--- src/sv/bist_pkg.sv ---
`timescale 1ns / 1ps
`default_nettype none

package bist_pkg;

  // request codes carried on mode_i
  typedef enum logic [1:0] {
    MODE_ADD    = 2'd0,
    MODE_DELETE = 2'd1,
    MODE_GET    = 2'd2,
    MODE_HAS    = 2'd3
  } mode_e;

  // request sequencer states
  typedef enum logic [2:0] {
    ST_IDLE,
    ST_SCAN,
    ST_SHIFT,
    ST_GET,
    ST_DONE
  } state_e;

endpackage

`default_nettype wire

--- src/sv/bist_ram.sv ---
`timescale 1ns / 1ps
`default_nettype none

module bist_ram #(
  parameter int WIDTH = 32,
  parameter int DEPTH = 64
) (
  input  logic                                          clk_i,
  input  logic                                          wr_en_i,
  input  logic [((DEPTH > 1) ? $clog2(DEPTH) : 1)-1:0] wr_addr_i,
  input  logic [WIDTH-1:0]                              wr_data_i,
  input  logic                                          rd_en_i,
  input  logic [((DEPTH > 1) ? $clog2(DEPTH) : 1)-1:0] rd_addr_i,
  output logic [WIDTH-1:0]                              rd_data_o
);

  logic [WIDTH-1:0] mem_q [DEPTH];
  logic [WIDTH-1:0] rd_data_q;

  // one write port
  always_ff @(posedge clk_i) begin
    if (wr_en_i) begin
      mem_q[wr_addr_i] <= wr_data_i;
    end
  end

  // one registered read port
  always_ff @(posedge clk_i) begin
    if (rd_en_i) begin
      rd_data_q <= mem_q[rd_addr_i];
    end
  end

  assign rd_data_o = rd_data_q;

endmodule

`default_nettype wire

--- src/sv/bounded_id_set_table_unit.sv ---
// Bounded key set with compaction: a packed table of up to CAPACITY distinct keys.
// Request channel: in_valid_i / in_stall_o with mode_i, key_i, position_i.
// Result channel: out_valid_o / out_stall_i with status_o, present_o, read_key_o,
// occupancy_o; exactly one result beat per request beat, in request order.
// Config channel: cfg_valid_i / cfg_ready_o with cfg_data_i writes the empty key;
// cfg_ready_o is always high; the user must make writes while no request is in
// flight, since the block does not enforce it. One request is worked on at a time.
// An in-range get reads its slot into the result register. Add, delete and has scan
// the table through the single read port of the slot memory, one entry per cycle,
// up to the match or to the count on a miss. Delete then moves every later entry
// down one place through the same port, one entry per cycle. A finished result sits
// in the output register; the next request may be taken while it waits, and the
// sequencer holds its own result until the output register is free, so a stalled
// receiver backs up into in_stall_o.
// Reset empties the table (count zero) and sets the empty key to all ones;
// the slot memory needs no clearing pass since only entries below the count
// are ever read.
`timescale 1ns / 1ps
`default_nettype none

module bounded_id_set_table_unit
  import bist_pkg::*;
#(
  parameter int CAPACITY = 64,
  parameter int KEY_BITS = 32
) (
  input  logic        clk_i,
  input  logic        rst_ni,
  input  logic        in_valid_i,
  output logic        in_stall_o,
  input  logic [1:0]  mode_i,
  input  logic [31:0] key_i,
  input  logic [5:0]  position_i,
  output logic        out_valid_o,
  input  logic        out_stall_i,
  output logic        status_o,
  output logic        present_o,
  output logic [31:0] read_key_o,
  output logic [6:0]  occupancy_o,
  input  logic        cfg_valid_i,
  output logic        cfg_ready_o,
  input  logic [31:0] cfg_data_i
);

  localparam int KW = (KEY_BITS < 32) ? KEY_BITS : 32;
  localparam int AW = (CAPACITY > 1) ? $clog2(CAPACITY) : 1;
  localparam int CW = $clog2(CAPACITY + 1);
  localparam int PW = (CW > 6) ? CW : 6;
  localparam int OW = (CW > 7) ? CW : 7;

  state_e          state_q, state_d;
  mode_e           mode_q, mode_d;
  logic [KW-1:0]   key_q, key_d;
  logic [KW-1:0]   empty_q;
  logic [CW-1:0]   count_q, count_d;
  logic [CW-1:0]   rd_idx_q, rd_idx_d;
  logic            cmp_vld_q, cmp_vld_d;
  logic [AW-1:0]   cmp_idx_q, cmp_idx_d;
  logic            res_status_q, res_status_d;
  logic            res_present_q, res_present_d;
  logic [31:0]     res_key_q, res_key_d;
  logic            out_valid_q, out_valid_d;
  logic            out_status_q, out_present_q;
  logic [31:0]     out_key_q;
  logic [6:0]      out_occ_q;
  logic            out_load;

  logic            ram_we, ram_re;
  logic [AW-1:0]   ram_waddr, ram_raddr;
  logic [KW-1:0]   ram_wdata, ram_rdata;

  logic            accept;
  logic [KW-1:0]   key_m;
  logic [PW-1:0]   pos_x, cnt_x;
  logic            found, issue;
  logic [OW-1:0]   occ_x;

  // slot memory
  bist_ram #(
    .WIDTH (KW),
    .DEPTH (CAPACITY)
  ) u_slots (
    .clk_i     (clk_i),
    .wr_en_i   (ram_we),
    .wr_addr_i (ram_waddr),
    .wr_data_i (ram_wdata),
    .rd_en_i   (ram_re),
    .rd_addr_i (ram_raddr),
    .rd_data_o (ram_rdata)
  );

  assign in_stall_o  = (state_q != ST_IDLE);
  assign accept      = in_valid_i & ~in_stall_o;
  assign cfg_ready_o = 1'b1;
  assign key_m       = key_i[KW-1:0];
  assign pos_x       = PW'(position_i);
  assign cnt_x       = PW'(count_q);

  // scan compare on the entry read last cycle
  assign found = cmp_vld_q && (ram_rdata == key_q);

  // sequencer: next state, memory access and result
  always_comb begin
    state_d       = state_q;
    mode_d        = mode_q;
    key_d         = key_q;
    count_d       = count_q;
    rd_idx_d      = rd_idx_q;
    cmp_vld_d     = 1'b0;
    cmp_idx_d     = cmp_idx_q;
    res_status_d  = res_status_q;
    res_present_d = res_present_q;
    res_key_d     = res_key_q;
    ram_we        = 1'b0;
    ram_waddr     = cmp_idx_q - 1'b1;
    ram_wdata     = ram_rdata;
    ram_re        = 1'b0;
    ram_raddr     = rd_idx_q[AW-1:0];
    issue         = 1'b0;
    out_load      = 1'b0;

    case (state_q)
      ST_IDLE: begin
        if (accept) begin
          mode_d        = mode_e'(mode_i);
          key_d         = key_m;
          rd_idx_d      = '0;
          res_status_d  = 1'b0;
          res_present_d = 1'b0;
          res_key_d     = '0;
          if (mode_e'(mode_i) == MODE_GET) begin
            if (pos_x < cnt_x) begin
              ram_re    = 1'b1;
              ram_raddr = pos_x[AW-1:0];
              state_d   = ST_GET;
            end else begin
              res_status_d = 1'b1;
              res_key_d    = 32'(empty_q);
              state_d      = ST_DONE;
            end
          end else if (key_m == empty_q) begin
            // empty key: add and delete fail, has answers absent
            res_status_d = (mode_e'(mode_i) != MODE_HAS);
            state_d      = ST_DONE;
          end else begin
            state_d = ST_SCAN;
          end
        end
      end

      ST_SCAN: begin
        issue = !found && (rd_idx_q < count_q);
        if (found) begin
          case (mode_q)
            MODE_HAS:    begin res_present_d = 1'b1; state_d = ST_DONE; end
            MODE_DELETE: state_d = ST_SHIFT;
            default:     state_d = ST_DONE;
          endcase
        end else if (issue) begin
          ram_re    = 1'b1;
          cmp_vld_d = 1'b1;
          cmp_idx_d = rd_idx_q[AW-1:0];
          rd_idx_d  = rd_idx_q + 1'b1;
        end else if (!cmp_vld_q) begin
          // key not stored
          case (mode_q)
            MODE_ADD: begin
              if (count_q == CW'(CAPACITY)) begin
                res_status_d = 1'b1;
              end else begin
                ram_we    = 1'b1;
                ram_waddr = count_q[AW-1:0];
                ram_wdata = key_q;
                count_d   = count_q + 1'b1;
              end
            end
            MODE_DELETE: res_status_d = 1'b1;
            default:     res_present_d = 1'b0;
          endcase
          state_d = ST_DONE;
        end
      end

      ST_SHIFT: begin
        // read entry j, write it to j-1 in the next cycle; the freed top slot
        // is left as is since it lies above the count
        issue = (rd_idx_q < count_q);
        if (cmp_vld_q) begin
          ram_we = 1'b1;
        end
        if (issue) begin
          ram_re    = 1'b1;
          cmp_vld_d = 1'b1;
          cmp_idx_d = rd_idx_q[AW-1:0];
          rd_idx_d  = rd_idx_q + 1'b1;
        end else if (!cmp_vld_q) begin
          count_d = count_q - 1'b1;
          state_d = ST_DONE;
        end
      end

      ST_GET: begin
        res_key_d = 32'(ram_rdata);
        state_d   = ST_DONE;
      end

      ST_DONE: begin
        if (!out_valid_q || !out_stall_i) begin
          out_load = 1'b1;
          state_d  = ST_IDLE;
        end
      end

      default: state_d = ST_IDLE;
    endcase
  end

  // output register
  assign out_valid_d = out_load | (out_valid_q & out_stall_i);
  assign occ_x       = OW'(count_q);

  always_ff @(posedge clk_i or negedge rst_ni) begin
    if (!rst_ni) begin
      state_q     <= ST_IDLE;
      count_q     <= '0;
      cmp_vld_q   <= 1'b0;
      out_valid_q <= 1'b0;
      empty_q     <= '1;
    end else begin
      state_q     <= state_d;
      count_q     <= count_d;
      cmp_vld_q   <= cmp_vld_d;
      out_valid_q <= out_valid_d;
      if (cfg_valid_i) begin
        empty_q <= cfg_data_i[KW-1:0];
      end
    end
  end

  // request and result payload
  always_ff @(posedge clk_i) begin
    mode_q        <= mode_d;
    key_q         <= key_d;
    rd_idx_q      <= rd_idx_d;
    cmp_idx_q     <= cmp_idx_d;
    res_status_q  <= res_status_d;
    res_present_q <= res_present_d;
    res_key_q     <= res_key_d;
    if (out_load) begin
      out_status_q  <= res_status_q;
      out_present_q <= res_present_q;
      out_key_q     <= res_key_q;
      out_occ_q     <= occ_x[6:0];
    end
  end

  assign out_valid_o = out_valid_q;
  assign status_o    = out_status_q;
  assign present_o   = out_present_q;
  assign read_key_o  = out_key_q;
  assign occupancy_o = out_occ_q;

endmodule

`default_nettype wire

--- config.mk ---
export PLATFORM = sky130hd
export DESIGN_NAME = bounded_id_set_table_unit
export DESIGN_NICKNAME = d
export VERILOG_FILES = /design/src/sv/bist_pkg.sv /design/src/sv/bist_ram.sv /design/src/sv/bounded_id_set_table_unit.sv
export SDC_FILE = /design/constraint.sdc
export NUM_CORES = 2
export LEC_CHECK = 0
export BUFFER_PORTS_ARGS = -buffer_cell sky130_fd_sc_hd__buf_2
export CAP_MARGIN = 5
export CELL_PAD_IN_SITES_DETAIL_PLACEMENT = 1
export CELL_PAD_IN_SITES_GLOBAL_PLACEMENT = 1
export CORE_ASPECT_RATIO = 0.8
export CORE_UTILIZATION = 56
export CTS_CLUSTER_DIAMETER = 80
export DETAILED_ROUTE_END_ITERATION = 8
export GPL_TIMING_DRIVEN = 0
export PLACE_DENSITY = 0.76
export SYNTH_ARGS = -nofsm -noshare
export SYNTH_HDL_FRONTEND = slang
export SYNTH_HIERARCHICAL = 1
export SYNTH_SLANG_ARGS = --single-unit
--- constraint.sdc ---
create_clock -name clk_i -period 5.3 [get_ports clk_i]
set_input_delay 0.53 -clock clk_i [delete_from_list [all_inputs] [get_ports clk_i]]
set_output_delay 0.53 -clock clk_i [all_outputs]
set_load 0.05 [all_outputs]
=== After elaboration in Yosys (flattened, before gate mapping) ===
Memory sizes are Yosys's and may differ from the RTL's. A register that Yosys moved wholly into a read port is not among the register bits.
Index checks and enable logic that the tools add are counted.
Widths: inputs -> output; s select.

* Register bits after elaboration: 166
* Bits in writable memories: 2048
* Input port bits: 77
* Output and inout port bits: 44
* Logic and storage cells: 161
* Memories: 1

{| class="wikitable"
|+ Memories
! memory !! depth !! bits a word !! rd ports !! clocked after Yosys merged registers in !! wr ports !! line !! text
|-
| u_slots.mem_q || 64 || 32 || 1 || 1 || 1 || bist_ram.sv:17 || <nowiki>logic [WIDTH-1:0] mem_q [DEPTH];</nowiki>
|}

* $add $sub $neg: 4
* $lt $le $gt $ge: 2
* Equality and inequality tests: 28
* Muxes and demuxes: 84
* Bitwise logic cells: 4
* Reduce and logical (&&, ||, !) cells: 22

{| class="wikitable"
|+ Operators with widths
! operator !! count
|-
| $mux 32 || 9
|-
| $mux 6 || 13
|-
| $mux 7 || 11
|-
| $eq 32x32->1 || 2
|-
| $pmux 32 s2 || 1
|-
| $mux 1 || 30
|-
| $mux 3 || 10
|-
| $ne 2x2->1 const B || 12
|-
| $pmux 7 s3 || 1
|-
| $pmux 3 s5 || 1
|-
| $add 7x1->7 const B || 2
|-
| $pmux 7 s2 || 1
|-
| $ne 3x3->1 const B || 4
|-
| $pmux 6 s2 || 1
|-
| $pmux 1 s2 || 5
|-
| $reduce_and 4->1 || 2
|-
| $reduce_and 8->1 || 1
|-
| $eq 7x7->1 const B || 1
|-
| $lt 6x7->1 || 1
|-
| $lt 7x7->1 || 1
|-
| $reduce_and 7->1 || 1
|-
| $sub 7x1->7 const B || 1
|-
| $eq 3x2->1 const B || 2
|-
| $ne 3x2->1 const B || 2
|-
| other kinds (20) || 29
|}

=== Logic depth before layout (Yosys ltp) ===
* Depth in word-level cells: 9
* Gate-level depth with buffers: 18
* Gate-level depth less buffers: 13

=== Hierarchy ===
Netlist, hierarchy kept.

{| class="wikitable"
|+ Modules (own cells, without submodules)
! module !! times used !! cells an instance !! area each (µm²)
|-
| bist_ram || 1 || 3511 || 79359.9
|-
| bounded_id_set_table_unit || 1 || 560 || 7948.9
|}

=== Worst setup path before layout ===
Ideal clock, no wire load.

* Path kind: flip-flop to flip-flop
* Start point: register count_q[6], in the netlist cnt_x[6]
* End point: memory u_slots.mem_q[28][0], enable pin
* Library setup time: 0.421 ns
* Arrival time: 4.360 ns
* Data required time: 4.879 ns
* Path slack: 0.519 ns
* Cell stages (with the launch flop): 16
* Cell sequence: dfrtp_1 > inv_1 > ha_1 > nand2_1 > o21ai_0 > a21oi_4 > or2_1 > nor2_1 > buf_6 > buf_6 > o2bb2ai_1 > clkbuf_1 > or3b_2 > or2_2 > clkbuf_1 > nor2_1

{| class="wikitable"
|+ RTL lines
! what !! line !! text
|-
| start, declared || bounded_id_set_table_unit.sv:55 || <nowiki>logic [CW-1:0] count_q, count_d;</nowiki>
|-
| start signal, assigned || bounded_id_set_table_unit.sv:231 || <nowiki>count_q <= count_d;</nowiki>
|-
| $eq 7x7->1 || bounded_id_set_table_unit.sv:168 || <nowiki>if (count_q == CW'(CAPACITY)) begin</nowiki>
|-
| $mux 6 || bounded_id_set_table_unit.sv:168 ||
|-
| $mux 6 || bounded_id_set_table_unit.sv:166 || <nowiki>case (mode_q)</nowiki>
|-
| $mux 6 || bounded_id_set_table_unit.sv:164 || <nowiki>end else if (!cmp_vld_q) begin</nowiki>
|-
| $mux 6 * || bounded_id_set_table_unit.sv:159 || <nowiki>end else if (issue) begin</nowiki>
|-
| $mux 6 * || bounded_id_set_table_unit.sv:153 || <nowiki>if (found) begin</nowiki>
|-
| $mux 6 * || bounded_id_set_table_unit.sv:122 || <nowiki>case (state_q)</nowiki>
|-
| via ram_waddr[1] || bounded_id_set_table_unit.sv:69 || <nowiki>logic [AW-1:0] ram_waddr, ram_raddr;</nowiki>
|-
| end, declared || bist_ram.sv:17 ||
|}

Mark *: on every way through the listed nets, which the timed path passes. The rest lies on a longest branch.

=== Final worst setup path ===
* Start point: register count_q[4], in the netlist cnt_x[4]
* End point: register u_slots.rd_data_q[10], in the netlist u_slots/rd_data_o[10] (read register of u_slots.mem_q), data pin

* Longest elaborated chain between the ends: 5

{| class="wikitable"
|+ RTL lines
! what !! line !! text
|-
| $lt 6x7->1 || bounded_id_set_table_unit.sv:132 || <nowiki>if (pos_x < cnt_x) begin</nowiki>
|-
| $mux 6 || bounded_id_set_table_unit.sv:132 ||
|-
| $mux 6 || bounded_id_set_table_unit.sv:131 || <nowiki>if (mode_e'(mode_i) == MODE_GET) begin</nowiki>
|-
| $mux 6 || bounded_id_set_table_unit.sv:124 || <nowiki>if (accept) begin</nowiki>
|-
| $mux 6 || bounded_id_set_table_unit.sv:122 ||
|-
| via ram_raddr[4] || bounded_id_set_table_unit.sv:69 ||
|-
| end, declared || bist_ram.sv:18 || <nowiki>logic [WIDTH-1:0] rd_data_q;</nowiki>
|}

The timed path passes the listed nets, and every way through them passes these cells.
A chain may end at the register's enable or synchronous reset.

==> results.txt <==
The tools report the initial core utilization as 0.5646. Across all hold checks on the routed design, the worst slack comes to 0.1436 ns. The post-synthesis compound-gate area fraction works out to 0.03630. The class of the tightest hold or removal check is primary input to register. The worst path in the final design needs a cycle of 5.811 ns, including I/O delays and setup.

The worst hold path terminates at empty_q[31]$_DFFE_PN1P_. The checks that failed: negative setup slack. After detailed routing, the number of remaining DRC violations is 0. The first-pass GRT wire length was 398.8 mm. Traced cell by cell, the critical path runs through inv_1 -> ha_1 -> a21o_1 -> a21oi_1 -> o32a_1 -> and3_1 -> nand2_2 -> mux2_2 -> and2_1 -> clkbuf_1 -> nor2_1 -> buf_2 -> o211ai_1 -> a311o_1 -> a21oi_1. IR analysis of the VDD net gives a maximum drop of 0.0003685 V.

The number of nets handed over by synthesis was 4167. The most instantiated flip-flop cell in the synthesis netlist was sky130_fd_sc_hd__edfxtp_1. Along the worst hold path, the cell count comes to 2.

The H-tree was split into 4 levels. The worst max-slew margin expressed relative to the limit was 0.1179. The actual slew at the worst max-slew pin is 1.323 ns.

The area growth from synthesis to layout is 16.16%. The start of the worst register-to-register path was cnt_x[4]$_DFFE_PN0P_. The tools report the end of the worst register-to-register path as u_slots/rd_data_o[10]$_DFFE_PP_. Wires add up to 301.8 mm. The most common cell after layout, fill and taps aside was sky130_fd_sc_hd__edfxtp_1. The total overflow left after global routing is 0.

Pin placement for this block handled 121 I/O pins. The count of cells along the worst register-to-register path works out to 15. Setup violations remaining at the end of the flow were counted as 45. For the maximum clock skew at final layout, the log shows 0.05450 ns. Total number of vias: 50.14k. The tools report the number of sinks driven by the clock tree as 2246. After detailed routing, the average wire length per cell comes to 44.19 um.

The share of async-settable or async-resettable flops after synthesis is 0.01959. The placed cell count came out at 6315. For the number of nets still failing antenna checks after routing, the log shows 0. The post-synthesis sequential area ratio is 0.7704, and the total power divided by cell area is 558.8 nW/um^2. In this run the clock root is driven by a sky130_fd_sc_hd__clkbuf_16. STA classifies the critical path startpoint as a register. The startpoint identified for the worst hold timing path is cfg_valid_i. The area taken by flip-flops and latches was 67260 um^2. The mean post-synth cell area was 21.45 um^2; the post-synthesis mux area share was 0.1465. After layout, the design draws a total of 0.05668 W. After the flow finishes, the layout carries non-filler instances totaling 6829.

The pin count of the biggest net entering global routing was 65. For flop-to-flop paths, the worst setup slack is -0.51 ns. Fraction of the cycle the final worst path needs: 1.096. The die is 443.5 um wide. In this design, the critical path's most frequently occurring cell is sky130_fd_sc_hd__a21oi_1. The first routing iteration left 9366 violations. The placeable core area was 154600 um^2; the count of filler cells inserted in the layout was 12.19k. Combinational family with the most area after synthesis: multiplexers.

Yosys printed 6 warnings. On the worst path, the slowest cell contributes a delay of 0.64 ns. The number of iterations in the first detailed-routing pass is 6, and the setup TNS is -3.091 ns. The category of the critical setup timing path was register to register. In this run the static leakage power is 32.40 nW. The synthesized-area fraction occupied by and/or/nand/nor cells is 0.01920. The multi-input combinational cells in the finished layout cover a total of 19410 um^2. In this design, the largest share of critical-path delay is due to compound AO/OA/AOI/OAI gates. Detailed placement ended at an HPWL of 186.9 mm.

The biggest fanout along the worst timing path is 10, and the count of final hold-check violations is 0. For the via count of the first global-routing pass, the log shows 49.63k. The longest clock path from root to sink contains 3 buffers.

The tools report the final design utilization as 0.6559. The floorplan die height is 355.2 um. Buffers inserted during clock tree synthesis total 204.

The initial antenna violation count is 16. The run finished, with violations left. The share of layout cells above drive strength 1 was 0.2947; the net count of the finished layout was 4717.

Synthesis produced 4071 cells. In the layout the commonest cells are sky130_fd_sc_hd__edfxtp_1 (2202), sky130_fd_sc_hd__mux4_2 (446), sky130_fd_sc_hd__clkbuf_16 (206). Routability-driven placement finished with a final weighted congestion of 0.8754. The share of synthesized cell area in full adder, half adder and majority cells is 0.002809. For this run, the top clock speed supported by timing is 172.1 MHz.

Category of the worst setup path capture point: a register. After clock tree synthesis, the clock-pin slew on the worst setup and hold paths is 0.07 ns. Across the run, the number of max-cap violations was 0. The die covers 157500 um^2.

The mapped netlist covers 87310 um^2. After synthesis, the netlist uses 72 different library cells. The number of vias per cell was 7.342; the critical path buffer and inverter count was 3. The number of enable flip-flop cells after synthesis works out to 2202. The floorplan has 129 rows.

Insertion delay to the later sink of the worst-skew pair: 0.86 ns. For the worst setup path, the data arrival time is 6.35 ns. Post-synthesis share of cell area spent on xor and xnor gates: 0.008025. The tools report the final number of max-transition violations as 0.

The largest individual stage delay along the critical path comes from the cell sky130_fd_sc_hd__nor2_1. TritonCTS built the clock tree. The overall routing resource usage is 0.3717, and the required time reported for the critical path endpoint is 5.84 ns.

The count of buffers added on input and output ports is 117. Total of flip-flops plus latches after synthesis: 2246. The post-layout worst setup margin came out at -0.5105 ns.
==> worst max-delay path by stage <==
stage	start	end	cells after the start	slack (ns)
after floorplan	cnt_x[6]$_DFFE_PN0P_	u_slots/mem_q[28][0]$_DFFE_PP_	15	0.52
after global placement	cnt_x[5]$_DFFE_PN0P_	u_slots/mem_q[12][6]$_DFFE_PP_	15	-2.69
after detailed placement	position_i[4]	u_slots/rd_data_o[15]$_DFFE_PP_	14	-1.87
after CTS	cnt_x[4]$_DFFE_PN0P_	u_slots/rd_data_o[25]$_DFFE_PP_	16	0.0002
after global routing	cnt_x[4]$_DFFE_PN0P_	u_slots/rd_data_o[10]$_DFFE_PP_	15	-0.39
final	cnt_x[4]$_DFFE_PN0P_	u_slots/rd_data_o[10]$_DFFE_PP_	15	-0.51
==> cell families (layout without fill, tap and decap cells) <==
family / Yosys count / count (layout)
flip-flops: 2246 / 2246
multiplexers: 706 / 706
AND/OR/NAND/NOR: 338 / 338
AO/OA/AOI/OAI: 437 / 437
XOR/XNOR: 80 / 80
other: 1 / 15
adder cells (fa/ha/maj): 19 / 19
buffers and inverters: 244 / 958
==> cell usage after synthesis, drive strengths merged, types with 32 or more instances <==
cell type | number | share of area
a21oi | 42 | 0.0026
mux4 | 446 | 0.12
dfstp | 32 | 0.0096
xor2 | 47 | 0.0047
xnor2 | 33 | 0.0033
buf | 143 | 0.012
mux2 | 70 | 0.0096
nand3 | 50 | 0.0029
o22ai | 43 | 0.0031
nand2 | 55 | 0.0024
a22oi | 128 | 0.011
a22o | 44 | 0.0044
edfxtp | 2202 | 0.76
o21ai | 42 | 0.0024
nor2 | 112 | 0.0048
mux2i | 190 | 0.022
clkbuf | 82 | 0.0035
==> area by class of cell <==
class,count,area share
Tap cell,2030,0.02504
Multi-Input combinational cell,1581,0.1914
Buffer,221,0.01522
Sequential cell,2246,0.6632
Clock buffer,260,0.05322
Antenna cell,14,0.0003454
Inverter,19,0.0007032
Timing Repair Buffer,348,0.04098
Clock inverter,110,0.009894
==> stage by stage <==
step | area, um^2 | setup WS (ns)
after floorplan | 87310 | 0.5191
after global placement | 90430 | -2.688
after detailed placement | 92940 | -1.869
after CTS | 100500 | 0.0002252
after global routing | 101400 | -0.3854
final | 101400 | -0.5105
==> what timing repair did <==
action,CTS,global route
cloned,0,0
hold buffers,68,0
pin swaps,5,31
resized for setup,136,36
setup endpoints to repair,102,608
setup buffers,5,61
hold endpoints to repair,79,0
==> power by group <==
part           switching, W  total (W)  leakage, nW  internal (W)
logic                0.0133     0.0193         8.95       0.00597
clock network       0.00679     0.0147         3.10       0.00793
registers          0.000437     0.0227         20.3        0.0223
total                0.0205     0.0567         32.4        0.0362
==> layer usage <==
layer  vias up  routed length (um)  track usage
li1      18190                   -            -
met1     26010              102900       0.5099
met2      4914              133500       0.5528
met3      1013               47220       0.1145
met4        12               17960       0.1716
met5         -                 126            0
==> state kept, by name, indices dropped and copies added (netlist names) <==
register,flops
state_q,3
cmp_idx_q,6
status_o,1
u_slots/mem_q,2048
u_slots/rd_data_o,32
rd_idx_q,7
cmp_vld_q,1
out_valid_o,1
present_o,1
cnt_x,7
mode_q,2
key_q,32
res_present_q,1
res_key_q,32
read_key_o,32
res_status_q,1
occupancy_o,7
empty_q,32
==> worst register-to-register path, delay by kind of cell (launching register included) <==
kind / cells / cell delay [ns]
and+or+nand+nor: 4 / 1.36
AOI/OAI and AO/OA: 6 / 1.84
adders and majority gates: 1 / 0.33
DFF: 1 / 0.50
muxes: 1 / 0.58
buffers and inverters: 3 / 0.93
(Power assumes the default switching activity.)
